--- config.mk ---
export PLATFORM = sky130hd
export DESIGN_NAME = scfbc_ctrl
export DESIGN_NICKNAME = d
export VERILOG_FILES = /design/src/rtl/scfbc_pkg.sv /design/src/rtl/scfbc_ctrl.sv
export SDC_FILE = /design/constraint.sdc
export NUM_CORES = 1
export LEC_CHECK = 0
export BUFFER_PORTS_ARGS = -buffer_cell sky130_fd_sc_hd__buf_2
export CELL_PAD_IN_SITES_DETAIL_PLACEMENT = 0
export CELL_PAD_IN_SITES_GLOBAL_PLACEMENT = 1
export CORE_ASPECT_RATIO = 0.8
export CORE_UTILIZATION = 37
export DETAILED_ROUTE_END_ITERATION = 10
export GPL_ROUTABILITY_DRIVEN = 0
export PLACE_DENSITY = 0.89
export SETUP_SLACK_MARGIN = 0.05
export SLEW_MARGIN = 10
export SYNTH_ARGS = -nofsm -noshare
export SYNTH_HDL_FRONTEND = slang
export SYNTH_SLANG_ARGS = --single-unit
--- constraint.sdc ---
create_clock -name i_clk -period 2.97 [get_ports i_clk]
set_clock_uncertainty 0.05 [all_clocks]
set_input_delay 0.1485 -clock i_clk [delete_from_list [all_inputs] [get_ports i_clk]]
set_output_delay 0.1485 -clock i_clk [all_outputs]
set_load 0.005 [all_outputs]
--- src/rtl/scfbc_pkg.sv ---
// ----------------------------------------------------------------------------
// scfbc_pkg
// Shared codes, widths and controller/datapath interface types for the
// size-class free block cache.
// ----------------------------------------------------------------------------
package scfbc_pkg;

    // fixed field widths
    localparam int DVW      = 32;   // divider dividend / wide arithmetic
    localparam int DSW      = 17;   // divider divisor (class capacity)
    localparam int KW       = 7;    // pop count
    localparam int MAX_POPS = 64;   // most handles popped by one transaction

    // operation modes
    localparam logic [2:0] MODE_TAKE    = 3'd0;
    localparam logic [2:0] MODE_STORE   = 3'd1;
    localparam logic [2:0] MODE_REFILL  = 3'd2;
    localparam logic [2:0] MODE_EXTRACT = 3'd3;
    localparam logic [2:0] MODE_EVICT   = 3'd4;

    // result status codes
    localparam logic [1:0] ST_OK        = 2'd0;
    localparam logic [1:0] ST_EMPTY     = 2'd1;
    localparam logic [1:0] ST_BAD_CLASS = 2'd2;
    localparam logic [1:0] ST_OVERFLOW  = 2'd3;

    // datapath commands
    typedef enum logic [4:0] {
        OP_NONE,
        OP_LOAD,
        OP_KSET,
        OP_MUL,
        OP_DIV_REFILL,
        OP_DIV_EVICT,
        OP_AMT_SUM,
        OP_AMT_PROD,
        OP_AMT_QUOT,
        OP_APPLY,
        OP_STORE,
        OP_POP_RD,
        OP_POP_OUT,
        OP_EMIT,
        OP_EMIT_REFILL,
        OP_SCAN_NEXT,
        OP_SCAN_TAKE
    } t_op;

    typedef struct packed {
        t_op        op;
        logic       whole;      // whole-class eviction in progress
        logic [1:0] status;     // status for a single status result
    } t_cmd;

    typedef struct packed {
        logic [2:0] mode;
        logic       mode_bad;
        logic       class_bad;
        logic       cnt_zero;
        logic       cnt_full;
        logic       over_limit;
        logic       over_budget;
        logic       maxc_zero;
        logic       cap_zero;
        logic       scan_hit;
        logic       scan_last;
        logic       k_is_cnt;
        logic       pop_last;
        logic       div_done;
        logic       out_free;
    } t_sts;

endpackage

--- src/rtl/scfbc_ctrl.sv ---
// ----------------------------------------------------------------------------
// scfbc_ctrl
// Controller: decodes each transaction and sequences the datapath through
// sizing, byte accounting, pops and result emission.
// ----------------------------------------------------------------------------
module scfbc_ctrl
    import scfbc_pkg::*;
(
    input  logic i_clk,
    input  logic i_rst_n,
    input  logic i_valid,
    output logic o_ready,
    input  t_sts i_sts,
    output t_cmd o_cmd
);

    typedef enum logic [3:0] {
        S_IDLE,
        S_DEC,
        S_SCAN,
        S_KSETW,
        S_MUL,
        S_AMT,
        S_EDIV,
        S_APPLY,
        S_POP_RD,
        S_POP_OUT,
        S_RDIV,
        S_REFILL_OUT,
        S_EMIT
    } t_state;

    t_state     r_state, n_state;
    logic       r_whole, n_whole;
    logic [1:0] r_status, n_status;
    t_op        op;

    always_comb begin
        n_state  = r_state;
        n_whole  = r_whole;
        n_status = r_status;
        op       = OP_NONE;
        unique case (r_state)
            S_IDLE: begin
                if (i_valid) begin
                    op      = OP_LOAD;
                    n_whole = 1'b0;
                    n_state = S_DEC;
                end
            end
            S_DEC: begin
                n_state = S_EMIT;
                if (i_sts.mode_bad) begin
                    n_status = ST_EMPTY;
                end else if (i_sts.class_bad) begin
                    n_status = ST_BAD_CLASS;
                end else begin
                    case (i_sts.mode)
                        MODE_TAKE: begin
                            n_status = ST_EMPTY;
                            if (!i_sts.cnt_zero) begin
                                op      = OP_KSET;
                                n_state = S_MUL;
                            end
                        end
                        MODE_STORE: begin
                            if (i_sts.cnt_full) begin
                                n_status = ST_OVERFLOW;
                            end else begin
                                op       = OP_STORE;
                                n_status = ST_OK;
                            end
                        end
                        MODE_REFILL: begin
                            if (i_sts.cap_zero) begin
                                n_state = S_REFILL_OUT;
                            end else begin
                                op      = OP_DIV_REFILL;
                                n_state = S_RDIV;
                            end
                        end
                        MODE_EXTRACT: begin
                            n_status = ST_EMPTY;
                            if (!i_sts.maxc_zero && !i_sts.cnt_zero) begin
                                op      = OP_KSET;
                                n_state = S_MUL;
                            end
                        end
                        default: begin
                            // eviction: excess first, then whole class
                            n_status = ST_EMPTY;
                            if (i_sts.over_limit) begin
                                op      = OP_KSET;
                                n_state = S_MUL;
                            end else if (i_sts.over_budget) begin
                                if (!i_sts.cnt_zero) begin
                                    n_whole = 1'b1;
                                    op      = OP_KSET;
                                    n_state = S_MUL;
                                end else begin
                                    n_state = S_SCAN;
                                end
                            end
                        end
                    endcase
                end
            end
            // first non-empty class, one per cycle
            S_SCAN: begin
                if (i_sts.scan_hit) begin
                    op      = OP_SCAN_TAKE;
                    n_whole = 1'b1;
                    n_state = S_KSETW;
                end else if (i_sts.scan_last) begin
                    n_status = ST_EMPTY;
                    n_state  = S_EMIT;
                end else begin
                    op = OP_SCAN_NEXT;
                end
            end
            S_KSETW: begin
                op      = OP_KSET;
                n_state = S_MUL;
            end
            S_MUL: begin
                op      = OP_MUL;
                n_state = S_AMT;
            end
            S_AMT: begin
                if (r_whole && !i_sts.k_is_cnt) begin
                    op      = OP_DIV_EVICT;
                    n_state = S_EDIV;
                end else begin
                    op      = r_whole ? OP_AMT_SUM : OP_AMT_PROD;
                    n_state = S_APPLY;
                end
            end
            S_EDIV: begin
                if (i_sts.div_done) begin
                    op      = OP_AMT_QUOT;
                    n_state = S_APPLY;
                end
            end
            S_APPLY: begin
                op      = OP_APPLY;
                n_state = S_POP_RD;
            end
            S_POP_RD: begin
                op      = OP_POP_RD;
                n_state = S_POP_OUT;
            end
            S_POP_OUT: begin
                if (i_sts.out_free) begin
                    op      = OP_POP_OUT;
                    n_state = i_sts.pop_last ? S_IDLE : S_POP_RD;
                end
            end
            S_RDIV: begin
                if (i_sts.div_done) begin
                    n_state = S_REFILL_OUT;
                end
            end
            S_REFILL_OUT: begin
                if (i_sts.out_free) begin
                    op      = OP_EMIT_REFILL;
                    n_state = S_IDLE;
                end
            end
            S_EMIT: begin
                if (i_sts.out_free) begin
                    op      = OP_EMIT;
                    n_state = S_IDLE;
                end
            end
            default: n_state = S_IDLE;
        endcase
    end

    always_ff @(posedge i_clk) begin
        if (!i_rst_n) begin
            r_state  <= S_IDLE;
            r_whole  <= 1'b0;
            r_status <= ST_OK;
        end else begin
            r_state  <= n_state;
            r_whole  <= n_whole;
            r_status <= n_status;
        end
    end

    assign o_ready      = (r_state == S_IDLE);
    assign o_cmd.op     = op;
    assign o_cmd.whole  = n_whole;
    assign o_cmd.status = r_status;

endmodule

==> results by group, run 1 <==
GRT
  – Gr ovfl total: 0
  – First-pass GRT wire length: 4.133 mm
  – Overall routing resource usage: 20.67%
  – Vias in the first global route: 899
  – Largest net degree at the start of global routing: 24
  – Initial antenna violation count: 0

Critical path
  – Worst-path fanout max: 23
  – Delay-heaviest family, CP: flip-flops
  – Reg-to-reg startpoint: r_state[2]
  – Crit start category: register
  – Cell chain of the critical path: nor2_1, and3_4, a311oi_1, a21oi_2, buf_2
  – CP Launch Point: r_state[2]
  – CP peak stage delay: 0.82 ns
  – CP Depth: 5
  – Crit path buffers/inverters: 1
  – Flop-to-flop setup slack: 0.97 ns
  – CP max-delay cell: dfxtp_1
  – Critical Path End: o_cmd[2]
  – CP endpoint kind: output port
  – Worst EP arrival: 2.06 ns
  – Crit path required time: 2.77 ns
  – Reg2reg end: r_whole
  – WS Path Type: register to output port
  – Worst Reg-to-Reg Cells: 5

Cells and area
  – Multi-input gate area: 650.6 um^2
  – Synth-to-Final Area Change: 15.53%
  – Design Area, Final: 1015 um^2
  – Ant diodes: 0
  – Share of layout cells above drive strength 1: 27.70%
  – Fin cells: 173
  – # nets final: 169
  – # fillers: 240
  – Register area: 140.1 um^2

Logic synthesis
  – Post-synth cell types: 39
  – Area leader, netlist: dfxtp_1
  – Synth Instances: 125
  – Post-synthesis net count: 145
  – Ys async rst share: 0%
  – Sequential area share after synthesis: 15.95%
  – FF+latch count, synth: 7
  – Share of the synthesized area in the top cell type: 15.95%
  – EDFF count, synth: 0
  – Cell Area, Synth: 878.3 um^2
  – Synth area leaders: dfxtp_1 (16%), nand2_1 (6.0%), o21ai_0 (5.1%)
  – Top cells by count, synth: nand2_1 (14), nor2_1 (12), o21ai_0 (9)
  – Synth Warn #: 0
  – Ys flop type: dfxtp_1
  – Most common cell in the synthesized netlist: nand2_1
  – Post-Syn Area per Cell: 7.027 um^2

STA
  – Final setup margin: 0.7091 ns
  – RSZ-0062 raised after global routing: no
  – Final setup viols: 0
  – Period utilisation layout: 76.12%
  – Setup TNS: 0 ns
  – Endpoints failing hold: 0
  – Max-slew headroom: 47.88%
  – Highest Clock Rate: 442.3 MHz
  – Tmin final: 2.261 ns
  – Worst slew pin tran: 0.7808 ns
  – Max-slew violations: 0

Clock network
  – CTS Root Cell: clkbuf_4
  – CTS tree: yes
  – CTS Buf Count: 3
  – Clk_lat worst skew: 0.25 ns
  – Clock sinks: 7
  – # Post-CTS Setup Buffers: 0
  – Post-CTS resize count: 0
  – Maximum clock path buffer count: 2
  – Hold_buf cts: 0
  – Clk pin slew, worst setup/hold paths: 0.05 ns
  – H-tree depth: 1

Detailed routing
  – DR DRC count: 0
  – Drt wl/cell: 14.28 um
  – Routed WL: 2.470 mm
  – Vias: 1029
  – Pre-antenna DRT Iters: 4
  – Routed Antenna Nets: 0
  – Drt initial violations: 42
  – Vias/cell: 5.948

Floorplanning
  – Row count: 15
  – Die Ht: 45.58 um
  – Initial core utilization: 40.00%
  – Die Area: 2574 um^2
  – Io pins: 29
  – Die Wd: 56.48 um
  – Core area: 2196 um^2

Power
  – Net Sw Frac: 47.71%
  – Combinational cell fraction of total power: 60.9%
  – Peak VDD IR: 0.4841 mV
  – Clock share of power: 11.5%
  – Power Internal: 389.2 uW
  – Flop pwr share: 27.6%
  – Power per standard cell area: 733.6 nW/um^2
  – P_leak: 0.4093 nW
  – P_sw: 355.2 uW
  – Power, Total: 744.4 uW

Place
  – DP HPWL: 1.933 mm
  – Dpl cell area: 988.4 um^2
  – IO Port Bufs: 28
  – Placed Cells incl. Taps: 169
  – Pre-CTS setup slack: 1.014 ns

Min path
  – Hold Crit Class: input port to register

Run
  – Max-cap violations: 0

Outcome
  – Status: finished, final reports clean
[worst min path at each step]
stage | start | slack, ns | end | cells after the start
after detailed placement | r_status[1] | 0.41 | r_status[1] | 2
after floorplan | i_sts[13] | 0.28 | r_status[1] | 3
final | i_sts[13] | 0.16 | r_status[1] | 4
after CTS | i_sts[13] | 0.15 | r_status[1] | 4
after global routing | i_sts[13] | 0.17 | r_status[1] | 4
after global placement | r_status[0] | 0.41 | r_status[0] | 2
[worst reg2reg max path: stages, from the launching register on]
cell and delay, ns:
dfxtp_1 0.82, nor2_1 0.22, and3_4 0.23, a311oi_1 0.32, a21oi_2 0.08, and2_1 0.16
[registers in the layout (all words and copies together) (netlist names)]
| register | count |
|---|---|
| r_whole | 1 |
| r_state | 4 |
| r_status | 2 |
[logic make-up (layout without fill, tap and decap cells)]
family	count (synthesis)	after routing	share of synthesized area [%]
AND/OR/NAND/NOR	63	63	41.74
AO/OA/AOI/OAI	40	40	30.63
buffers and inverters	14	37	9.971
flip-flops	7	7	15.95
multiplexers	1	1	1.709
[cell type report]
| cell class | count | area share, % |
|---|---|---|
| Sequential cell | 7 | 13.81 |
| Timing Repair Buffer | 30 | 15.29 |
| Tap cell | 25 | 3.083 |
| Inverter | 3 | 1.110 |
| Clock buffer | 4 | 2.589 |
| Multi-Input combinational cell | 104 | 64.12 |
[cell usage in the layout (no fill, tap or decap), types with 2 or more instances in the layout]
master / n
a21oi_1: 7
a311oi_1: 2
a31oi_1: 3
and2_1: 2
buf_2: 28
buf_4: 2
clkbuf_4: 3
dfxtp_1: 7
inv_1: 3
nand2_1: 14
nand2b_1: 7
nand3_1: 7
nand4_1: 2
nor2_1: 12
nor2b_1: 5
nor3_1: 3
nor3b_1: 4
o2111ai_1: 2
o211ai_1: 3
o21a_1: 2
o21ai_0: 9
o22ai_1: 3
o32a_1: 2
[routing by layer]
| layer | vias to the layer above | share of wire, % | track usage (%) |
|---|---|---|---|
| li1 | 510 | - | - |
| met1 | 476 | 49 | 30.94 |
| met2 | 41 | 44 | 30.82 |
| met3 | 2 | 5.9 | 1.989 |
| met4 | 0 | 0.77 | 7.317 |
| met5 | - | 0 | 0 |
[power groups by stage]
stage	clock (mW)	combinational (mW)	sequential (mW)
after floorplan	0	0.402	0.140
after global placement	0	0.442	0.203
after detailed placement	0	0.448	0.205
after CTS	0.0896	0.450	0.204
after global routing	0.0937	0.509	0.214
final	0.0857	0.453	0.205
[per-stage QoR]
step / util [%] / hold WS, ns
3_5_place_dp: 45.01 / 0.4066
2_1_floorplan: - / 0.2817
4_1_cts: 46.21 / 0.1519
6_report: 46.21 / 0.1551
5_1_grt: 46.21 / 0.1683
3_3_place_gp: 45.01 / 0.4053
Note: power is estimated with default switching activity, not from simulation.
==> inputs of run 2 (changes only) <==
--- a/config.mk
+++ b/config.mk
@@ -9,10 +9,10 @@
 export CELL_PAD_IN_SITES_DETAIL_PLACEMENT = 0
 export CELL_PAD_IN_SITES_GLOBAL_PLACEMENT = 1
 export CORE_ASPECT_RATIO = 0.8
-export CORE_UTILIZATION = 37
+export CORE_UTILIZATION = 31
 export DETAILED_ROUTE_END_ITERATION = 10
 export GPL_ROUTABILITY_DRIVEN = 0
-export PLACE_DENSITY = 0.89
+export PLACE_DENSITY = 0.81
 export SETUP_SLACK_MARGIN = 0.05
 export SLEW_MARGIN = 10
 export SYNTH_ARGS = -nofsm -noshare
==> constraint.sdc (replaced) <==
create_clock -name i_clk -period 2 [get_ports i_clk]
set_clock_uncertainty 0.05 [all_clocks]
set_input_delay 0.1 -clock i_clk [delete_from_list [all_inputs] [get_ports i_clk]]
set_output_delay 0.1 -clock i_clk [all_outputs]
set_load 0.005 [all_outputs]
==> run 2 against run 1 <==
Effect of this change: non-clock buffer count is 8 higher; count of clock-buffer cells in the layout is 1 lower; combinational power is 83% higher; global-route usage is 1.8 points lower; largest cell class unchanged.
==> results by group, run 2 (same netlist as run 1, synthesis figures left out) <==
Outcome
  – Status: finished, final reports clean

Power
  – P_leak: 0.4551 nW
  – Power per standard cell area: 1123 nW/um^2
  – Peak VDD IR: 0.4517 mV

Cells and area
  – Ant diodes: 0
  – Synth-to-Final Area Change: 24.50%
  – Max FFs per register: 4
  – Share of layout cells above drive strength 1: 33.97%
  – # fillers: 278
  – Most common cell after layout, fill and taps aside: buf_2
  – Largest regs: r_state: 4 flops, r_status: 2 flops, r_whole: 1 flops
  – # nets final: 177
  – Top reg by flops: r_state
  – Commonest cells after routing, fill and taps aside: buf_2 (28), nand2_1 (14), nor2_1 (12)

Clock network
  – Clk pin slew, worst setup/hold paths: 0.05 ns
  – H-tree depth: 1
  – CTS Root Cell: clkbuf_4
  – CTS tree: yes
  – Clock sinks: 7
  – CTS Buf Count: 3
  – Clk_lat worst skew: 0.25 ns
  – Maximum clock path buffer count: 2

GRT
  – Largest net degree at the start of global routing: 12
  – Vias in the first global route: 909
  – Overall routing resource usage: 18.88%
  – Initial antenna violation count: 0
  – First-pass GRT wire length: 4.188 mm
  – Gr ovfl total: 0

Floorplanning
  – Row count: 16
  – Initial core utilization: 34.28%
  – Die Area: 3052 um^2
  – Core area: 2562 um^2
  – Die Wd: 61.51 um
  – Io pins: 29
  – Die Ht: 49.61 um

STA
  – Final setup viols: 0
  – Final setup margin: 0.1689 ns
  – Worst slew pin tran: 0.4692 ns
  – Max-slew headroom: 68.66%
  – Endpoints failing hold: 0
  – Period utilisation layout: 91.55%
  – Setup TNS: 0 ns
  – Highest Clock Rate: 546.1 MHz
  – Tmin final: 1.831 ns
  – Max-slew violations: 0
  – RSZ-0062 raised after global routing: no

Min path
  – Worst Hold End: r_status[1]
  – Hold Crit Class: input port to register
  – Worst hold path startpoint: i_sts[13]
  – Hold depth: 4

Critical path
  – Worst-path fanout max: 7
  – Crit start category: register
  – Reg2reg end: r_state[3]
  – Worst EP arrival: 1.68 ns
  – Crit path required time: 1.85 ns
  – Worst Reg-to-Reg Cells: 6
  – Reg-to-reg startpoint: r_state[3]
  – Flop-to-flop setup slack: 0.37 ns
  – CP endpoint kind: output port
  – WS Path Type: register to output port

Run
  – Max-cap violations: 0

Detailed routing
  – Vias/cell: 5.557
  – Vias: 1067
  – Pre-antenna DRT Iters: 4
  – Routed Antenna Nets: 0
  – Routed WL: 2.718 mm
  – DR DRC count: 0
  – Drt wl/cell: 14.16 um
  – Drt initial violations: 83

Place
  – DP HPWL: 2.124 mm
  – Pre-CTS setup slack: 0.3082 ns
  – IO Port Bufs: 28
run 2: changes by cell type in the layout (fill, tap and decap cells not counted):
cell and change:
buf_4 +8, dfxtp_1 -3, dfxtp_2 +3, clkbuf_1 -1, clkinv_2 +1
run 2: worst max path at each step:
stage / startpoint / to / cells after the start
final: r_state[3] / o_cmd[2] / 5
after floorplan: r_state[1] / r_whole / 7
after global placement: r_state[2] / r_whole / 5
after CTS: r_state[2] / o_cmd[2] / 5
after detailed placement: r_state[2] / r_whole / 5
after global routing: r_state[3] / o_cmd[4] / 6
run 2: routing by layer:
layer | GRT usage [%] | wire length (um)
met5 | 0 | 0
met4 | 4.074 | 11
met3 | 5.512 | 202
met2 | 26.70 | 1193
met1 | 27.87 | 1311
run 2: layout make-up:
class                      instances  area [um^2]  share of cell area, %
clock buffer                       3        22.52                  2.059
clock inverter                     1        5.005                 0.4577
inverter                           3        11.26                  1.030
multi-input combinational        104        650.6                  59.50
sequential                         7        143.9                  13.16
tap                               36        45.04                  4.119
timing repair buffer              38        215.2                  19.68
run 2: metrics by stage:
stage	total power [mW]	hold slack [ns]	util (%)	std cells	cell area (um^2)
finish	1.228	0.09848	42.68	192	1094
global route	1.329	0.1152	42.68	192	1094
CTS	1.215	0.08853	42.53	192	1090
detailed placement	1.050	0.3628	40.87	186	1047
global placement	1.032	0.3696	40.87	186	1047
floorplan	0.8041	0.2332	-	125	878.3
run 2: critical path: stages, from the launching register on:
cell      delay (ns)
dfxtp_1         0.51
nor2b_4         0.12
and3_4          0.20
a311oi_1        0.38
a21oi_2         0.08
buf_2           0.14
run 2: report_power, final:
group          internal, mW  switching, mW
registers             0.186         0.0801
logic                 0.408          0.423
clock network        0.0733         0.0574
run 2: repair_timing:
action	in CTS	in global routing
gates cloned	0	0
pin swaps	0	1
setup endpoints to repair	1	3
gates resized for setup	0	3
buffers inserted	2	0
hold buffers	0	0
==> inputs of run 3 (changes only) <==
--- a/config.mk
+++ b/config.mk
@@ -8,11 +8,12 @@
 export BUFFER_PORTS_ARGS = -buffer_cell sky130_fd_sc_hd__buf_2
 export CELL_PAD_IN_SITES_DETAIL_PLACEMENT = 0
 export CELL_PAD_IN_SITES_GLOBAL_PLACEMENT = 1
-export CORE_ASPECT_RATIO = 0.8
+export CORE_ASPECT_RATIO = 1.4
 export CORE_UTILIZATION = 31
 export DETAILED_ROUTE_END_ITERATION = 10
 export GPL_ROUTABILITY_DRIVEN = 0
-export PLACE_DENSITY = 0.81
+export GPL_TIMING_DRIVEN = 0
+export PLACE_DENSITY_LB_ADDON = 0.1
 export SETUP_SLACK_MARGIN = 0.05
 export SLEW_MARGIN = 10
 export SYNTH_ARGS = -nofsm -noshare
==> run 3 against run 2 <==
Effect of this change: design area increased by 2.2%; non-clock buffer count grew 1; critical path type unchanged; largest power group unchanged; critical endpoint unchanged; combinational power is 5.8% higher.
==> results by group, run 3 (same netlist as run 1, synthesis figures left out) <==
Place
  – Dpl cell area: 1059 um^2
  – IO Port Bufs: 27
  – DP HPWL: 2.199 mm

Clock network
  – CTS Buf Count: 3
  – Clock sinks: 7
  – CTS Root Cell: clkbuf_4
  – H-tree depth: 1
  – CTS tree: yes
  – Maximum clock path buffer count: 2
  – Clk_lat worst skew: 0.25 ns
  – Hold_buf cts: 0
  – Clk pin slew, worst setup/hold paths: 0.06 ns

STA
  – Min Hold Slack: 0.09349 ns
  – RSZ-0062 raised after global routing: no
  – Setup TNS: 0 ns
  – Max-slew headroom: 67.86%
  – Endpoints failing hold: 0
  – Highest Clock Rate: 545.6 MHz
  – Max-slew violations: 0
  – Period utilisation layout: 91.64%
  – Tmin final: 1.833 ns
  – Worst slew pin tran: 0.4781 ns
  – Final setup viols: 0

Detailed routing
  – Routed WL: 2.757 mm
  – Drt wl/cell: 14.28 um
  – Pre-antenna DRT Iters: 4
  – DR DRC count: 0
  – Top layer in use: met4
  – Post-Route M1 WL: 1.149 mm
  – WL met3: 123 um
  – Vias/cell: 5.503
  – Metal2 WL: 1.441 mm
  – Vias: 1062
  – Drt initial violations: 23
  – Routed Antenna Nets: 0

Critical path
  – Flop-to-flop setup slack: 0.27 ns
  – Crit start category: register
  – CP Launch Point: r_state[1]
  – Worst Reg-to-Reg Cells: 7
  – Critical Path End: o_cmd[2]
  – Reg2reg end: r_state[0]
  – Worst-path fanout max: 9
  – Reg-to-reg startpoint: r_state[0]
  – WS Path Type: register to output port
  – CP endpoint kind: output port
  – Crit path required time: 1.85 ns
  – Worst EP arrival: 1.68 ns

Min path
  – Hold Crit Class: input port to register
  – Worst hold path startpoint: i_sts[13]
  – Hold depth: 4

Cells and area
  – # nets final: 178
  – Largest regs: r_state: 4 flops, r_status: 2 flops, r_whole: 1 flops
  – Max FFs per register: 4
  – Design Area, Final: 1117 um^2
  – Ant diodes: 0
  – Commonest cells after routing, fill and taps aside: buf_2 (31), nand2_1 (14), nor2_1 (11)
  – Synth-to-Final Area Change: 27.21%
  – Share of layout cells above drive strength 1: 33.76%
  – Most common cell after layout, fill and taps aside: buf_2
  – Top reg by flops: r_state

GRT
  – Largest net degree at the start of global routing: 11
  – Vias in the first global route: 984
  – Gr ovfl total: 0
  – Overall routing resource usage: 20.62%
  – First-pass GRT wire length: 4.560 mm
  – Initial antenna violation count: 0

Power
  – Peak VDD IR: 0.5320 mV
  – P_leak: 0.4609 nW
  – Power per standard cell area: 1089 nW/um^2

Floorplanning
  – Die Area: 3053 um^2
  – Row count: 22
  – Initial core utilization: 33.24%
  – Die Ht: 64.98 um
  – Die Wd: 46.99 um
  – Io pins: 29
  – Core area: 2643 um^2

Outcome
  – Status: finished, final reports clean

Run
  – Max-cap violations: 0
[run 3: per-layer routing]
layer	global-route usage, %	up-vias
met5	0	-
met4	6.786	0
met3	3.343	4
met2	34.55	31
met1	25.63	499
li1	-	528
[run 3: power by group]
group / switching (mW) / internal [mW] / leakage [nW]
Combinational: 0.492 / 0.387 / 0.386
Clock: 0.0511 / 0.0729 / 0.0177
Sequential: 0.0303 / 0.183 / 0.0576
Total: 0.573 / 0.643 / 0.461
[run 3: worst min path at each step]
stage             endpoint
3_3_place_gp   r_status[1]
4_1_cts        r_status[1]
3_5_place_dp   r_status[1]
5_1_grt        r_status[1]
2_1_floorplan  r_status[1]
6_report       r_status[1]
[run 3: layout make-up]
cell class | instances | area, um^2
fillers | 304 | 1525
multi-input cells | 104 | 673.1
repair buffers | 28 | 142.6
flip-flops and latches | 7 | 141.4
plain buffers | 11 | 76.32
well taps | 36 | 45.04
clock buffers | 3 | 22.52
inverters | 3 | 11.26
clock inverters | 1 | 5.005
[run 3: metrics by stage]
stage / utilization, % / cells / setup WS [ns] / total power, mW
after global routing: 42.28 / 193 / 0.05266 / 1.334
after detailed placement: 40.06 / 188 / 0.3088 / 1.054
after global placement: 40.06 / 188 / 0.3076 / 1.052
after CTS: 41.62 / 193 / 0.1027 / 1.205
after floorplan: - / 125 / 0.5365 / 0.8041
final: 42.28 / 193 / 0.1671 / 1.216
[run 3: timing repair]
item | CTS | global route
buffers inserted | 1 | 0
endpoints found under the setup margin | 1 | 4
pin swaps | 1 | 1
gates cloned | 0 | 0
gates resized for setup | 1 | 4
[run 3: worst max-delay path: stages, from the launching register on]
cell and delay, ns:
dfxtp_1 0.30, buf_6 0.14, nor2b_4 0.12, buf_6 0.13
and3_4 0.19, a311oi_4 0.24, a21oi_2 0.06, buf_4 0.14
buf_2 0.11
